===== config.mk =====
export PLATFORM = sky130hd
export DESIGN_NAME = adaptive_tick_mode_controller_core
export DESIGN_NICKNAME = d
export VERILOG_FILES = /design/src/hdl/atmc_pkg.sv /design/src/hdl/adaptive_tick_mode_controller_core.sv
export VERILOG_INCLUDE_DIRS = /design/src /design/src/hdl
export SDC_FILE = /design/constraint.sdc
export NUM_CORES = 2
export LEC_CHECK = 0
export ABC_AREA = 1
export BUFFER_PORTS_ARGS = -buffer_cell sky130_fd_sc_hd__buf_4
export CAP_MARGIN = 5
export CORE_MARGIN = 1.5
export CORE_UTILIZATION = 55
export DETAILED_ROUTE_END_ITERATION = 6
export GPL_TIMING_DRIVEN = 0
export PLACE_DENSITY_LB_ADDON = 0.15
export SYNTH_ARGS = -nofsm -noshare
export SYNTH_HDL_FRONTEND = slang
export SYNTH_SLANG_ARGS = --single-unit

===== constraint.sdc =====
create_clock -name clk_i -period 6 [get_ports clk_i]
set_input_delay 0.3 -clock clk_i [delete_from_list [all_inputs] [get_ports clk_i]]
set_output_delay 0.3 -clock clk_i [all_outputs]
set_load 0.02 [all_outputs]

===== src/hdl/adaptive_tick_mode_controller_core_assert.svh =====
// Assertion macros for the adaptive tick mode controller core.
// Expects clk_i and rst_ni in the scope of the module that uses them.
`ifndef ADAPTIVE_TICK_MODE_CONTROLLER_CORE_ASSERT_SVH
`define ADAPTIVE_TICK_MODE_CONTROLLER_CORE_ASSERT_SVH

// Same-cycle implication, disabled during reset.
`define ATMC_ASSERT_IMPLY(name, ante, cons) \
  name: assert property (@(posedge clk_i) disable iff (!rst_ni) (ante) |-> (cons)) \
    else $error("atmc: implication check failed");

// Next-cycle implication, disabled during reset.
`define ATMC_ASSERT_NEXT(name, ante, cons) \
  name: assert property (@(posedge clk_i) disable iff (!rst_ni) (ante) |=> (cons)) \
    else $error("atmc: next-cycle check failed");

`endif


===== src/hdl/atmc_pkg.sv =====
// Package for the adaptive tick mode controller: widths, constants, codes.
// No dependencies; imported by adaptive_tick_mode_controller_core.
`default_nettype none

package atmc_pkg;

  localparam int CMD_W     = 2;
  localparam int SEC_W     = 32;
  localparam int USEC_W    = 20;
  localparam int MS_W      = 42;
  localparam int US_W      = 52;
  localparam int AVG_W     = 32;
  localparam int PERIOD_W  = 23;
  localparam int MARK_W    = 16;
  localparam int COUNT_W   = 23;
  localparam int CFG_IDX_W = 2;
  localparam int BIAS_W    = 22;  // holds usec + 2000000 - usec
  localparam int KREM_W    = 10;  // remainder of a division by 1000
  localparam int STEP_W    = 5;

  localparam int MS_PER_SEC       = 1000;
  localparam int US_PER_SEC       = 1000000;
  localparam int USEC_BIAS        = 2000000;
  localparam int ELAPSED_BIAS_MS  = 2000;
  localparam int RATE_SCALE_SHIFT = 9;    // count * 512
  localparam int AVG_ROUND        = 64;
  localparam int AVG_SHIFT        = 7;    // divide by 128

  localparam logic [STEP_W-1:0]   STEP_LAST  = STEP_W'(SEC_W - 1);
  localparam logic [COUNT_W-1:0]  COUNT_MAX  = '1;
  localparam logic [COUNT_W-1:0]  COUNT_ONE  = COUNT_W'(1);

  localparam logic [PERIOD_W-1:0] TICK_PERIOD_RST = PERIOD_W'(10);
  localparam logic [MARK_W-1:0]   LOW_MARK_RST    = MARK_W'(10);
  localparam logic [MARK_W-1:0]   HIGH_MARK_RST   = MARK_W'(200);

  typedef enum logic [CMD_W-1:0] {
    CMD_ALARM   = 2'd0,
    CMD_QUERY   = 2'd1,
    CMD_RESOLVE = 2'd2
  } cmd_e;

  typedef enum logic [1:0] {
    ACT_NONE     = 2'd0,
    ACT_ONESHOT  = 2'd1,
    ACT_PERIODIC = 2'd2
  } action_e;

  typedef enum logic [CFG_IDX_W-1:0] {
    REG_TICK_PERIOD = 2'd0,
    REG_LOW_MARK    = 2'd1,
    REG_HIGH_MARK   = 2'd2
  } cfg_idx_e;

  typedef enum logic [2:0] {
    ST_IDLE,
    ST_MUL,
    ST_EVAL,
    ST_DIV_TD,
    ST_RATE_LOAD,
    ST_DIV_RATE,
    ST_AVG,
    ST_FINISH
  } state_e;

endpackage

`default_nettype wire


===== src/hdl/adaptive_tick_mode_controller_core.sv =====
// Adaptive tick mode controller: latched wall time, query-rate average and
// one-shot/periodic timer decision. Depends on atmc_pkg and the assert header.
//
// Configuration: cfg_we_i writes cfg_data_i into register cfg_idx_i
// (0 tick period, 1 low mark, 2 high mark); write only while idle.
// Input channel (in_valid_i / in_stall_o) takes one command with a sampled
// wall time; output channel (out_valid_o / out_stall_i) returns exactly one
// result per command.
// Path from acceptance to result: alarms, ignored codes and commands that find
// no pending alarm go straight to the result; a command that latches a new
// time first runs a bit-serial pass for the time scaling and the two
// divisions by 1000; a counted query that resolves a pending alarm with
// non-zero elapsed time then also runs two 32-step passes of the shared
// restoring divider, elapsed/period then count*512/quotient.
// One transaction is in work at a time; the next can be taken in the cycle
// after the result is loaded. A stalled result waits in the output register
// while one more transaction is taken; that one's result is held back until
// the register is free.
// Reset clears the latch, the average and the count, sets the pending flag
// and restores the register defaults (10, 10, 200).
`default_nettype none
`include "adaptive_tick_mode_controller_core_assert.svh"

module adaptive_tick_mode_controller_core
  import atmc_pkg::*;
(
  input  logic                 clk_i,
  input  logic                 rst_ni,
  input  logic                 cfg_we_i,
  input  logic [CFG_IDX_W-1:0] cfg_idx_i,
  input  logic [PERIOD_W-1:0]  cfg_data_i,
  input  logic                 in_valid_i,
  output logic                 in_stall_o,
  input  logic [CMD_W-1:0]     command_i,
  input  logic [SEC_W-1:0]     sample_sec_i,
  input  logic [USEC_W-1:0]    sample_usec_i,
  output logic                 out_valid_o,
  input  logic                 out_stall_i,
  output logic [MS_W-1:0]      time_ms_o,
  output logic [US_W-1:0]      time_us_o,
  output logic [1:0]           timer_action_o,
  output logic [AVG_W-1:0]     rate_average_o
);

  // control and architectural state
  state_e               state_q, state_d;
  logic [STEP_W-1:0]    step_q;
  logic [CMD_W-1:0]     cmd_q;
  logic                 resolve_q;
  logic                 pending_q;
  logic                 periodic_q;
  logic [COUNT_W-1:0]   count_q;
  logic [AVG_W-1:0]     rate_avg_q;
  logic [SEC_W-1:0]     now_sec_q;
  logic [USEC_W-1:0]    now_usec_q;
  logic [MS_W-1:0]      time_ms_q;
  logic [US_W-1:0]      time_us_q;
  logic [PERIOD_W-1:0]  tick_q;
  logic [MARK_W-1:0]    low_q;
  logic [MARK_W-1:0]    high_q;
  logic                 out_valid_q;

  // serial datapath
  logic [SEC_W-1:0]     sec_sh_q;
  logic [SEC_W-1:0]     diff_sh_q;
  logic [USEC_W-1:0]    usec_sh_q;
  logic [BIAS_W-1:0]    bias_sh_q;
  logic [KREM_W-1:0]    urem_q;
  logic [KREM_W-1:0]    brem_q;
  logic [MS_W-1:0]      ms_acc_q;
  logic [US_W-1:0]      us_acc_q;
  logic [SEC_W-1:0]     dms_acc_q;
  logic [SEC_W-1:0]     rem_q;
  logic [SEC_W-1:0]     quo_q;
  logic [SEC_W-1:0]     dvs_q;

  // output register payload
  logic [MS_W-1:0]      out_ms_q;
  logic [US_W-1:0]      out_us_q;
  logic [1:0]           out_action_q;
  logic [AVG_W-1:0]     out_avg_q;

  logic                 in_fire;
  logic                 out_free;
  logic                 latch_now;
  logic                 resolve_now;
  logic [KREM_W:0]      u_trial;
  logic                 u_ge;
  logic [KREM_W-1:0]    u_rem_next;
  logic [KREM_W:0]      b_trial;
  logic                 b_ge;
  logic [KREM_W-1:0]    b_rem_next;
  logic [SEC_W:0]       d_trial;
  logic [SEC_W:0]       d_diff;
  logic                 d_ge;
  logic [SEC_W-1:0]     d_rem_next;
  logic [SEC_W-1:0]     td_d;
  logic [SEC_W-1:0]     period_eff;
  logic [SEC_W-1:0]     quo_eff;
  logic [AVG_W-1:0]     avg_sum;
  logic [AVG_W-1:0]     avg_next;
  logic [COUNT_W-1:0]   count_inc;
  action_e              action_d;
  logic                 periodic_next;

  assign in_fire     = in_valid_i && !in_stall_o;
  assign out_free    = !out_valid_q || !out_stall_i;
  assign resolve_now = (command_i == CMD_QUERY) && pending_q;
  assign latch_now   = (command_i inside {CMD_QUERY, CMD_RESOLVE}) && pending_q;

  // restoring divisions by 1000, one dividend bit per cycle
  assign u_trial    = {urem_q, usec_sh_q[USEC_W-1]};
  assign u_ge       = u_trial >= (KREM_W+1)'(MS_PER_SEC);
  assign u_rem_next = u_ge ? KREM_W'(u_trial - (KREM_W+1)'(MS_PER_SEC)) : u_trial[KREM_W-1:0];
  assign b_trial    = {brem_q, bias_sh_q[BIAS_W-1]};
  assign b_ge       = b_trial >= (KREM_W+1)'(MS_PER_SEC);
  assign b_rem_next = b_ge ? KREM_W'(b_trial - (KREM_W+1)'(MS_PER_SEC)) : b_trial[KREM_W-1:0];

  // shared variable divider step
  assign d_trial    = {rem_q, quo_q[SEC_W-1]};
  assign d_diff     = d_trial - {1'b0, dvs_q};
  assign d_ge       = d_trial >= {1'b0, dvs_q};
  assign d_rem_next = d_ge ? d_diff[SEC_W-1:0] : d_trial[SEC_W-1:0];

  // elapsed ms: undo the 2000 ms bias that kept the usec difference positive
  assign td_d       = dms_acc_q + SEC_W'(bias_sh_q) - SEC_W'(ELAPSED_BIAS_MS);
  assign period_eff = (tick_q == '0) ? SEC_W'(1) : SEC_W'(tick_q);
  assign quo_eff    = (quo_q == '0) ? SEC_W'(1) : quo_q;

  assign avg_sum  = quo_q + {rate_avg_q[AVG_W-7:0], 6'b0} + {rate_avg_q[AVG_W-6:0], 5'b0}
                    + AVG_W'(AVG_ROUND);
  assign avg_next = avg_sum >> AVG_SHIFT;

  assign count_inc = (count_q == COUNT_MAX) ? count_q : count_q + COUNT_ONE;

  // hysteresis between one-shot and periodic mode
  always_comb begin
    action_d      = ACT_NONE;
    periodic_next = periodic_q;
    if (periodic_q) begin
      if (rate_avg_q < AVG_W'(low_q)) begin
        action_d      = ACT_ONESHOT;
        periodic_next = 1'b0;
      end
    end else if (rate_avg_q > AVG_W'(high_q)) begin
      action_d      = ACT_PERIODIC;
      periodic_next = 1'b1;
    end else begin
      action_d = ACT_ONESHOT;
    end
  end

  always_ff @(posedge clk_i or negedge rst_ni) begin
    if (!rst_ni) begin
      state_q <= ST_IDLE;
    end else begin
      state_q <= state_d;
    end
  end

  always_comb begin
    state_d    = state_q;
    in_stall_o = (state_q != ST_IDLE);
    case (state_q)
      ST_IDLE: begin
        if (in_fire) begin
          state_d = latch_now ? ST_MUL : ST_FINISH;
        end
      end
      ST_MUL: begin
        if (step_q == '0) begin
          state_d = ST_EVAL;
        end
      end
      ST_EVAL: begin
        // zero elapsed time keeps the average
        state_d = (resolve_q && (td_d != '0)) ? ST_DIV_TD : ST_FINISH;
      end
      ST_DIV_TD: begin
        if (step_q == '0) begin
          state_d = ST_RATE_LOAD;
        end
      end
      ST_RATE_LOAD: state_d = ST_DIV_RATE;
      ST_DIV_RATE: begin
        if (step_q == '0) begin
          state_d = ST_AVG;
        end
      end
      ST_AVG: state_d = ST_FINISH;
      ST_FINISH: begin
        if (out_free) begin
          state_d = ST_IDLE;
        end
      end
      default: state_d = ST_IDLE;
    endcase
  end

  always_ff @(posedge clk_i or negedge rst_ni) begin
    if (!rst_ni) begin
      step_q      <= '0;
      cmd_q       <= '0;
      resolve_q   <= 1'b0;
      pending_q   <= 1'b1;
      periodic_q  <= 1'b0;
      count_q     <= '0;
      rate_avg_q  <= '0;
      now_sec_q   <= '0;
      now_usec_q  <= '0;
      time_ms_q   <= '0;
      time_us_q   <= '0;
      tick_q      <= TICK_PERIOD_RST;
      low_q       <= LOW_MARK_RST;
      high_q      <= HIGH_MARK_RST;
      out_valid_q <= 1'b0;
    end else begin
      if (cfg_we_i) begin
        case (cfg_idx_i)
          REG_TICK_PERIOD: tick_q <= cfg_data_i;
          REG_LOW_MARK:    low_q  <= cfg_data_i[MARK_W-1:0];
          REG_HIGH_MARK:   high_q <= cfg_data_i[MARK_W-1:0];
          default: ;
        endcase
      end

      // load a new result, else drop the one just taken
      if ((state_q == ST_FINISH) && out_free) begin
        out_valid_q <= 1'b1;
      end else if (out_valid_q && !out_stall_i) begin
        out_valid_q <= 1'b0;
      end

      case (state_q)
        ST_IDLE: begin
          if (in_fire) begin
            cmd_q     <= command_i;
            resolve_q <= resolve_now;
            step_q    <= STEP_LAST;
            if (latch_now) begin
              now_sec_q  <= sample_sec_i;
              now_usec_q <= sample_usec_i;
            end
          end
        end
        ST_MUL, ST_DIV_TD, ST_DIV_RATE: begin
          step_q <= step_q - STEP_W'(1);
        end
        ST_EVAL: begin
          time_ms_q <= ms_acc_q + MS_W'(usec_sh_q);
          time_us_q <= us_acc_q + US_W'(now_usec_q);
          step_q    <= STEP_LAST;
        end
        ST_RATE_LOAD: begin
          step_q <= STEP_LAST;
        end
        ST_AVG: begin
          rate_avg_q <= avg_next;
        end
        ST_FINISH: begin
          if (out_free) begin
            case (cmd_q)
              CMD_ALARM: pending_q <= 1'b1;
              CMD_QUERY: begin
                if (resolve_q) begin
                  // clear the count, then count this query
                  periodic_q <= periodic_next;
                  pending_q  <= 1'b0;
                  count_q    <= COUNT_ONE;
                end else begin
                  count_q <= count_inc;
                end
              end
              default: ;
            endcase
          end
        end
        default: ;
      endcase
    end
  end

  always_ff @(posedge clk_i) begin
    case (state_q)
      ST_IDLE: begin
        if (in_fire) begin
          sec_sh_q  <= sample_sec_i;
          diff_sh_q <= sample_sec_i - now_sec_q;
          usec_sh_q <= sample_usec_i;
          bias_sh_q <= BIAS_W'(sample_usec_i) + BIAS_W'(USEC_BIAS) - BIAS_W'(now_usec_q);
          urem_q    <= '0;
          brem_q    <= '0;
          ms_acc_q  <= '0;
          us_acc_q  <= '0;
          dms_acc_q <= '0;
        end
      end
      ST_MUL: begin
        // MSB-first shift-and-add by the constant scale factors
        sec_sh_q  <= {sec_sh_q[SEC_W-2:0], 1'b0};
        diff_sh_q <= {diff_sh_q[SEC_W-2:0], 1'b0};
        ms_acc_q  <= {ms_acc_q[MS_W-2:0], 1'b0}
                     + (sec_sh_q[SEC_W-1] ? MS_W'(MS_PER_SEC) : '0);
        us_acc_q  <= {us_acc_q[US_W-2:0], 1'b0}
                     + (sec_sh_q[SEC_W-1] ? US_W'(US_PER_SEC) : '0);
        dms_acc_q <= {dms_acc_q[SEC_W-2:0], 1'b0}
                     + (diff_sh_q[SEC_W-1] ? SEC_W'(MS_PER_SEC) : '0);
        // narrow dividends run only over their own last bits
        if (step_q < STEP_W'(USEC_W)) begin
          urem_q    <= u_rem_next;
          usec_sh_q <= {usec_sh_q[USEC_W-2:0], u_ge};
        end
        if (step_q < STEP_W'(BIAS_W)) begin
          brem_q    <= b_rem_next;
          bias_sh_q <= {bias_sh_q[BIAS_W-2:0], b_ge};
        end
      end
      ST_EVAL: begin
        rem_q <= '0;
        quo_q <= td_d;
        dvs_q <= period_eff;
      end
      ST_DIV_TD, ST_DIV_RATE: begin
        rem_q <= d_rem_next;
        quo_q <= {quo_q[SEC_W-2:0], d_ge};
      end
      ST_RATE_LOAD: begin
        rem_q <= '0;
        quo_q <= SEC_W'(count_q) << RATE_SCALE_SHIFT;
        dvs_q <= quo_eff;
      end
      ST_FINISH: begin
        if (out_free) begin
          out_ms_q     <= time_ms_q;
          out_us_q     <= time_us_q;
          out_action_q <= (cmd_q == CMD_QUERY && resolve_q) ? action_d : ACT_NONE;
          out_avg_q    <= rate_avg_q;
        end
      end
      default: ;
    endcase
  end

  assign out_valid_o    = out_valid_q;
  assign time_ms_o      = out_ms_q;
  assign time_us_o      = out_us_q;
  assign timer_action_o = out_action_q;
  assign rate_average_o = out_avg_q;

  `ATMC_ASSERT_IMPLY(a_periodic_enter, $rose(periodic_q),
                     out_valid_o && (timer_action_o == ACT_PERIODIC))
  `ATMC_ASSERT_IMPLY(a_periodic_leave, $fell(periodic_q),
                     out_valid_o && (timer_action_o == ACT_ONESHOT))
  `ATMC_ASSERT_IMPLY(a_resolve_recount, $fell(pending_q), count_q == COUNT_ONE)
  `ATMC_ASSERT_NEXT(a_accept_busy, in_valid_i && !in_stall_o,
                    in_stall_o && $stable(rate_avg_q))

endmodule

`default_nettype wire

---- Word level (Yosys, flattened, before mapping) ----
Index checks and enable logic that the tools add are counted.
storage, ports and cells
  output and inout port bits .............. 130
  register bits ........................... 732
  latch bits .............................. 0
  memories kept ........................... 0
  ROM bits ................................ 0
  logic and storage cells ................. 177
  input bits .............................. 84
  RAM bits ................................ 0
operators by class
  shift-type cells ........................ 0
  multiplexer cells ....................... 54
  equal/unequal tests ..................... 22
  reduce and logical (&&, ||, !) cells .... 44
  add/subtract/negate cells ............... 18
  divide/modulo/power cells ............... 0
  bitwise logic cells ..................... 0
  multipliers ............................. 0
  $lt $le $gt $ge ......................... 7
operators by type and width
  operator                                        number
  one-hot mux 32 bit (2 select lines)             5
  2-to-1 mux 32 bit                               5
  adder 52 x 20 -> 52 bit                         2
  one-hot mux 52 bit (2 select lines)             1
  one-hot mux 32 bit (3 select lines)             1
  one-hot mux 42 bit (2 select lines)             1
  2-to-1 mux 10 bit                               7
  2-to-1 mux 23 bit                               3
  subtractor 32 bit                               2
  2-to-1 mux 20 bit                               3
  2-to-1 mux 52 bit                               1
  2-to-1 mux 22 bit                               2
  one-hot mux 22 bit (2 select lines)             1
  adder 42 x 10 -> 42 bit                         1
  adder 42 x 20 -> 42 bit                         1
  2-to-1 mux 42 bit                               1
  one-hot mux 10 bit (2 select lines)             2
  one-hot mux 20 bit (2 select lines)             1
  greater-or-equal comparator 33 x 32 -> 1 bit    1
  adder 32 x 10 -> 32 bit                         1
  adder 32 x 22 -> 32 bit                         1
  adder 32 x 30 -> 32 bit                         1
  adder 32 x 31 -> 32 bit                         1
  adder 32 x 7 -> 32 bit (second input constant)  1
  41 further kinds                                99

---- Depth between registers and ports, before layout ----
  word-level depth ........................ 6
  depth in mapped cells ................... 21
  mapped depth without buffers ............ 21

---- Worst setup path before layout ----
No wires, ideal clock.
  path kind ............................... flip-flop to flip-flop
  from .................................... register state_q[2]
  to ...................................... register diff_sh_q[0] (enable)
  required time ........................... 5.472 ns
  path buffers ............................ 3
  stages on the path, launching flop included .. 9
  library setup time ...................... 0.528 ns
  slack ................................... 0.675 ns
  arrival ................................. 4.797 ns
  period minus slack after synthesis ...... 5.325 ns
  cell sequence ........................... dfrtp_1 > buf_4 > nor2_1 > nand2_1 > inv_1 > clkbuf_1 > buf_2 > nor2_1 > inv_1
on the way
  word-level cells in the longest chain between the ends .. 5
  elaborated cells on any way between the ends .. 8
  those cells by class .................... eq/ne: 2; reduce/logical: 6
RTL lines
  item                                      line                                       source
  start, declared                           adaptive_tick_mode_controller_core.sv:46   state_e state_q, state_d;
  start signal, assigned                    adaptive_tick_mode_controller_core.sv:157  state_q <= state_d;
  nonzero test 3 bit                        adaptive_tick_mode_controller_core.sv:163  in_stall_o = (state_q != ST_IDLE);
  logical NOT 1 bit                         adaptive_tick_mode_controller_core.sv:106  assign in_fire = in_valid_i && !in_stall_o;
  logical AND 1 bit                         adaptive_tick_mode_controller_core.sv:106
  != test 2 bit (no source line)            n/a
  AND reduction 2 bit (no source line) (*)  n/a
  end signal, assigned                      adaptive_tick_mode_controller_core.sv:288  diff_sh_q <= sample_sec_i - now_sec_q;
  end signal, assigned                      adaptive_tick_mode_controller_core.sv:301  diff_sh_q <= {diff_sh_q[SEC_W-2:0], 1'b0};
  end, declared                             adaptive_tick_mode_controller_core.sv:65   logic [SEC_W-1:0] diff_sh_q;
Mark *: on every way between the ends. The rest lies on a longest branch, timed or not.
A chain may end at the register's enable or synchronous reset.

---- Worst setup path after layout ----
  from .................................... register state_q[2]
  to ...................................... register sec_sh_q[16] (enable)
on the way
  word-level cells in the longest chain between the ends .. 5
  elaborated cells on any way between the ends .. 8
  those cells by class .................... eq/ne: 2; reduce/logical: 6
RTL lines
  item                                      line                                       source
  nonzero test 3 bit                        adaptive_tick_mode_controller_core.sv:163
  logical NOT 1 bit                         adaptive_tick_mode_controller_core.sv:106
  logical AND 1 bit                         adaptive_tick_mode_controller_core.sv:106
  != test 2 bit (no source line)            n/a
  AND reduction 2 bit (no source line) (*)  n/a
  end signal, assigned                      adaptive_tick_mode_controller_core.sv:287  sec_sh_q <= sample_sec_i;
  end signal, assigned                      adaptive_tick_mode_controller_core.sv:300  sec_sh_q <= {sec_sh_q[SEC_W-2:0], 1'b0};
  end, declared                             adaptive_tick_mode_controller_core.sv:64   logic [SEC_W-1:0] sec_sh_q;
Marks and branches as above.

==> impl_metrics.ini <==
[outcome]
status = finished, violations left
failed_checks = design-rule violations

[clock_tree]
htree_num_levels = 3
cts_root_buffer = clkbuf_16
cts.sinks = 718
cts_tree = done
clk_path_buf_depth = 3
cts.clk_slew.worst_paths_ns = 0.06
clock_latency_ns = 0.64
cts_buffers = 79
cts_resized = 0

[global_routing]
grt_pass1_vias = 35200
antenna_found_initial = 3
grt_max_degree = 109
grt_pass1_wl_um = 194000
track_usage_pct = 30.5
grt-ovfl-total = 0

[timing]
fin_crit_sh_pct = 65.2
max_freq_mhz = 256
hold_viol = 0
rsz0062_at_grt = no
setup_violations = 0
fin_skew_ns = 0.0230
worst_pin_slew_ns = 1.24
slew_headroom_pct = 17.0
maxSlewViolCount = 0
post-route-min-period_ns = 3.91

[detailed_routing]
drt-pass1-iter-count = 7
viasPerCell = 5.56
drcViolationCount = 2
vias = 36400
post_drt_wl_per_cell_um = 18.9
drt-total-wl_um = 124000
drtAntennaViolNets = 0
drt_iter0_markers = 3037

[die]
die-area_um2 = 80800
start_util_pct = 55.9
die_w_um = 284
core_um2 = 77800
ioPinCount = 214
chipHeight_um = 284
rows = 102

[logic_synthesis]
synth.distinct_cells = 71
post-synth-top-area-fraction_pct = 31.4
synth_area_um2 = 43500
synth_top_area_cell = edfxtp_1
synthFlopType = edfxtp_1
yosysWarnings = 0
seq_area_frac_synth_pct = 46.5
ys_seq_elements = 718
synth_cells = 5065
ys_top_cells_by_area = edfxtp_1, dfrtp_1, nand2_1, ha_1, inv_1
synth-async-reset-ratio_pct = 36.6
avgSynthCellArea_um2 = 8.59
synth_edf_count = 455

[hold_path]
hp-start = cfg_data_i[14]
hold_class = input pin to flip-flop

[critical_path]
worstPathRequired_ns = 6.27
start_kind = flip-flop
r2r_end = sec_sh_q[16]
critPathCapture = sec_sh_q[16]
critPathLaunch = state_q[2]
rr_startpoint = state_q[2]
rrSetupSlack_ns = 2.09
ff2ff_path_depth = 9
cp-end-kind = flip-flop
critical_path_class = flip-flop to flip-flop
crit_arrival_ns = 4.18
path_max_fanout = 108

[run]
cap_viol_max_count = 0

[layout]
fin_util_pct = 64.3
area_growth_pct = 15.1
nets = 5847
drive_gt1_share_pct = 9.37
design_area_um2 = 50100

[power_and_ir_drop]
ir_drop_uv = 279
cellPowerDensity_nw_per_um2 = 605
power_leakage_nw = 22.5

[placement]
dp_hpwl_um = 94100
gp_congestion = 0.968
placed_area_um2 = 46700
port_buffers = 206
layout make-up:
type	instances	area, µm²
fillers	6758	27800
diodes	1	2.50
multi-input cells	3511	20000
clock buffers	103	2260
flip-flops and latches	718	20300
plain buffers	116	533
repair buffers	279	2460
clock inverters	42	488
inverters	726	2730
well taps	1040	1300
state kept, by name, indices dropped and copies added (netlist names), 22 cells and up:
signal / count
rate_average_o: 25
dms_acc_q: 29
us_acc_q: 44
ms_acc_q: 39
quo_q: 32
sec_sh_q: 32
time_us_o: 52
time_ms_o: 42
diff_sh_q: 32
time_ms_q: 42
dvs_q: 32
now_sec_q: 32
rem_q: 32
time_us_q: 52
tick_q: 23
count_q: 23
rate_avg_q: 25
bias_sh_q: 22
critical path: stages (launching register included):
cell and delay, ns:
dfrtp_1 0.36, buf_4 0.16, nor2_1 0.12, nand2_1 0.20
inv_1 0.29, clkbuf_1 0.61, buf_2 0.51, nor2_1 0.26
inv_8 0.40, buf_16 0.48
where the power goes:
part	switching, mW	leakage [nW]	internal (mW)
clock network	2.10	1.35	3.07
registers	1.33	7.51	7.86
logic	10.2	13.6	5.73
total	13.7	22.5	16.7
layer usage:
metal,global-route usage [%],part of all wire (%)
met4,13.2,4.7
met5,0,0.014
met3,4.13,6.4
met2,51.4,47
met1,39.4,42
cell families (layout without fill, tap and decap cells):
family / Yosys count / after routing / share of synthesized area, %
and+or+nand+nor: 2082 / 2082 / 20.4
AOI/OAI and AO/OA: 924 / 924 / 12.1
other: 1 / 8 / 0.00862
buffers and inverters: 842 / 1266 / 7.48
DFF: 718 / 718 / 46.5
xor gates and xnor gates: 162 / 162 / 3.26
adders and majority gates: 332 / 332 / 10.1
muxes: 4 / 4 / 0.103
cells in the mapped netlist (32+ instances only):
master and n:
a21oi_1 288, a21oi_2 35, clkbuf_1 88, dfrtp_1 255, edfxtp_1 455, fa_1 32, ha_1 300, inv_1 717
nand2_1 1199, nand2_2 36, nand3_1 195, nand4_1 56, nor2_1 372, nor3_1 112, nor4_1 39, o21ai_0 389
xnor2_1 65, xor2_1 97
metrics by stage:
stage / hold WS, ns / cells / setup slack (ns) / power (mW) / setup TNS [ns]
after floorplan: 0.00441 / 5071 / 0.675 / 20.2 / 0
after global placement: 0.433 / 6317 / -2.28 / 24.6 / -398.14
after detailed placement: 0.355 / 6328 / 2.04 / 24.9 / 0
after CTS: 0.00648 / 6534 / 2.02 / 30.3 / 0
after global routing: 0.0326 / 6535 / 1.83 / 32.7 / 0
final: 0.0395 / 6536 / 2.09 / 30.3 / 0
cells in the final DEF (no fill, tap or decap), types with 11 or more instances in the layout:
master,synthesis,layout
a21oi_1,288,287
dlygate4sd3_1,0,61
dfrtp_1,255,255
nand4_1,56,56
o221ai_1,24,24
o21a_1,20,20
a31oi_1,28,28
inv_1,717,716
a21o_1,22,22
buf_4,8,213
o22ai_1,16,16
a21oi_2,35,35
edfxtp_1,455,455
nor3_1,112,112
o21bai_1,14,14
nand2_2,36,36
nand2_1,1199,1199
xor2_1,97,97
buf_2,14,15
nor2_1,372,371
nor4_1,39,39
fa_1,32,32
clkbuf_16,0,83
clkbuf_8,0,11
clkinv_2,0,12
o31ai_1,18,18
ha_1,300,300
or2_2,13,13
o211ai_1,12,12
clkbuf_1,88,97
nand3_1,195,195
nor3b_1,13,13
o21ai_1,18,18
o21ai_0,389,389
xnor2_1,65,65
how the worst min path moves through the flow:
| stage | to | depth (start not counted) |
|---|---|---|
| 2_1_floorplan | cmd_q[0] | 0 |
| 3_3_place_gp | time_ms_o[25] | 0 |
| 3_5_place_dp | now_sec_q[3] | 1 |
| 4_1_cts | tick_q[2] | 3 |
| 5_1_grt | high_q[14] | 3 |
| 6_report | high_q[14] | 3 |
repair_timing:
| item | 4_1_cts | 5_1_grt |
|---|---|---|
| endpoints found under the hold margin | 173 | 0 |
| setup buffers | 0 | 0 |
| hold buffers | 61 | 0 |
Note: power is estimated with default switching activity, not from simulation.
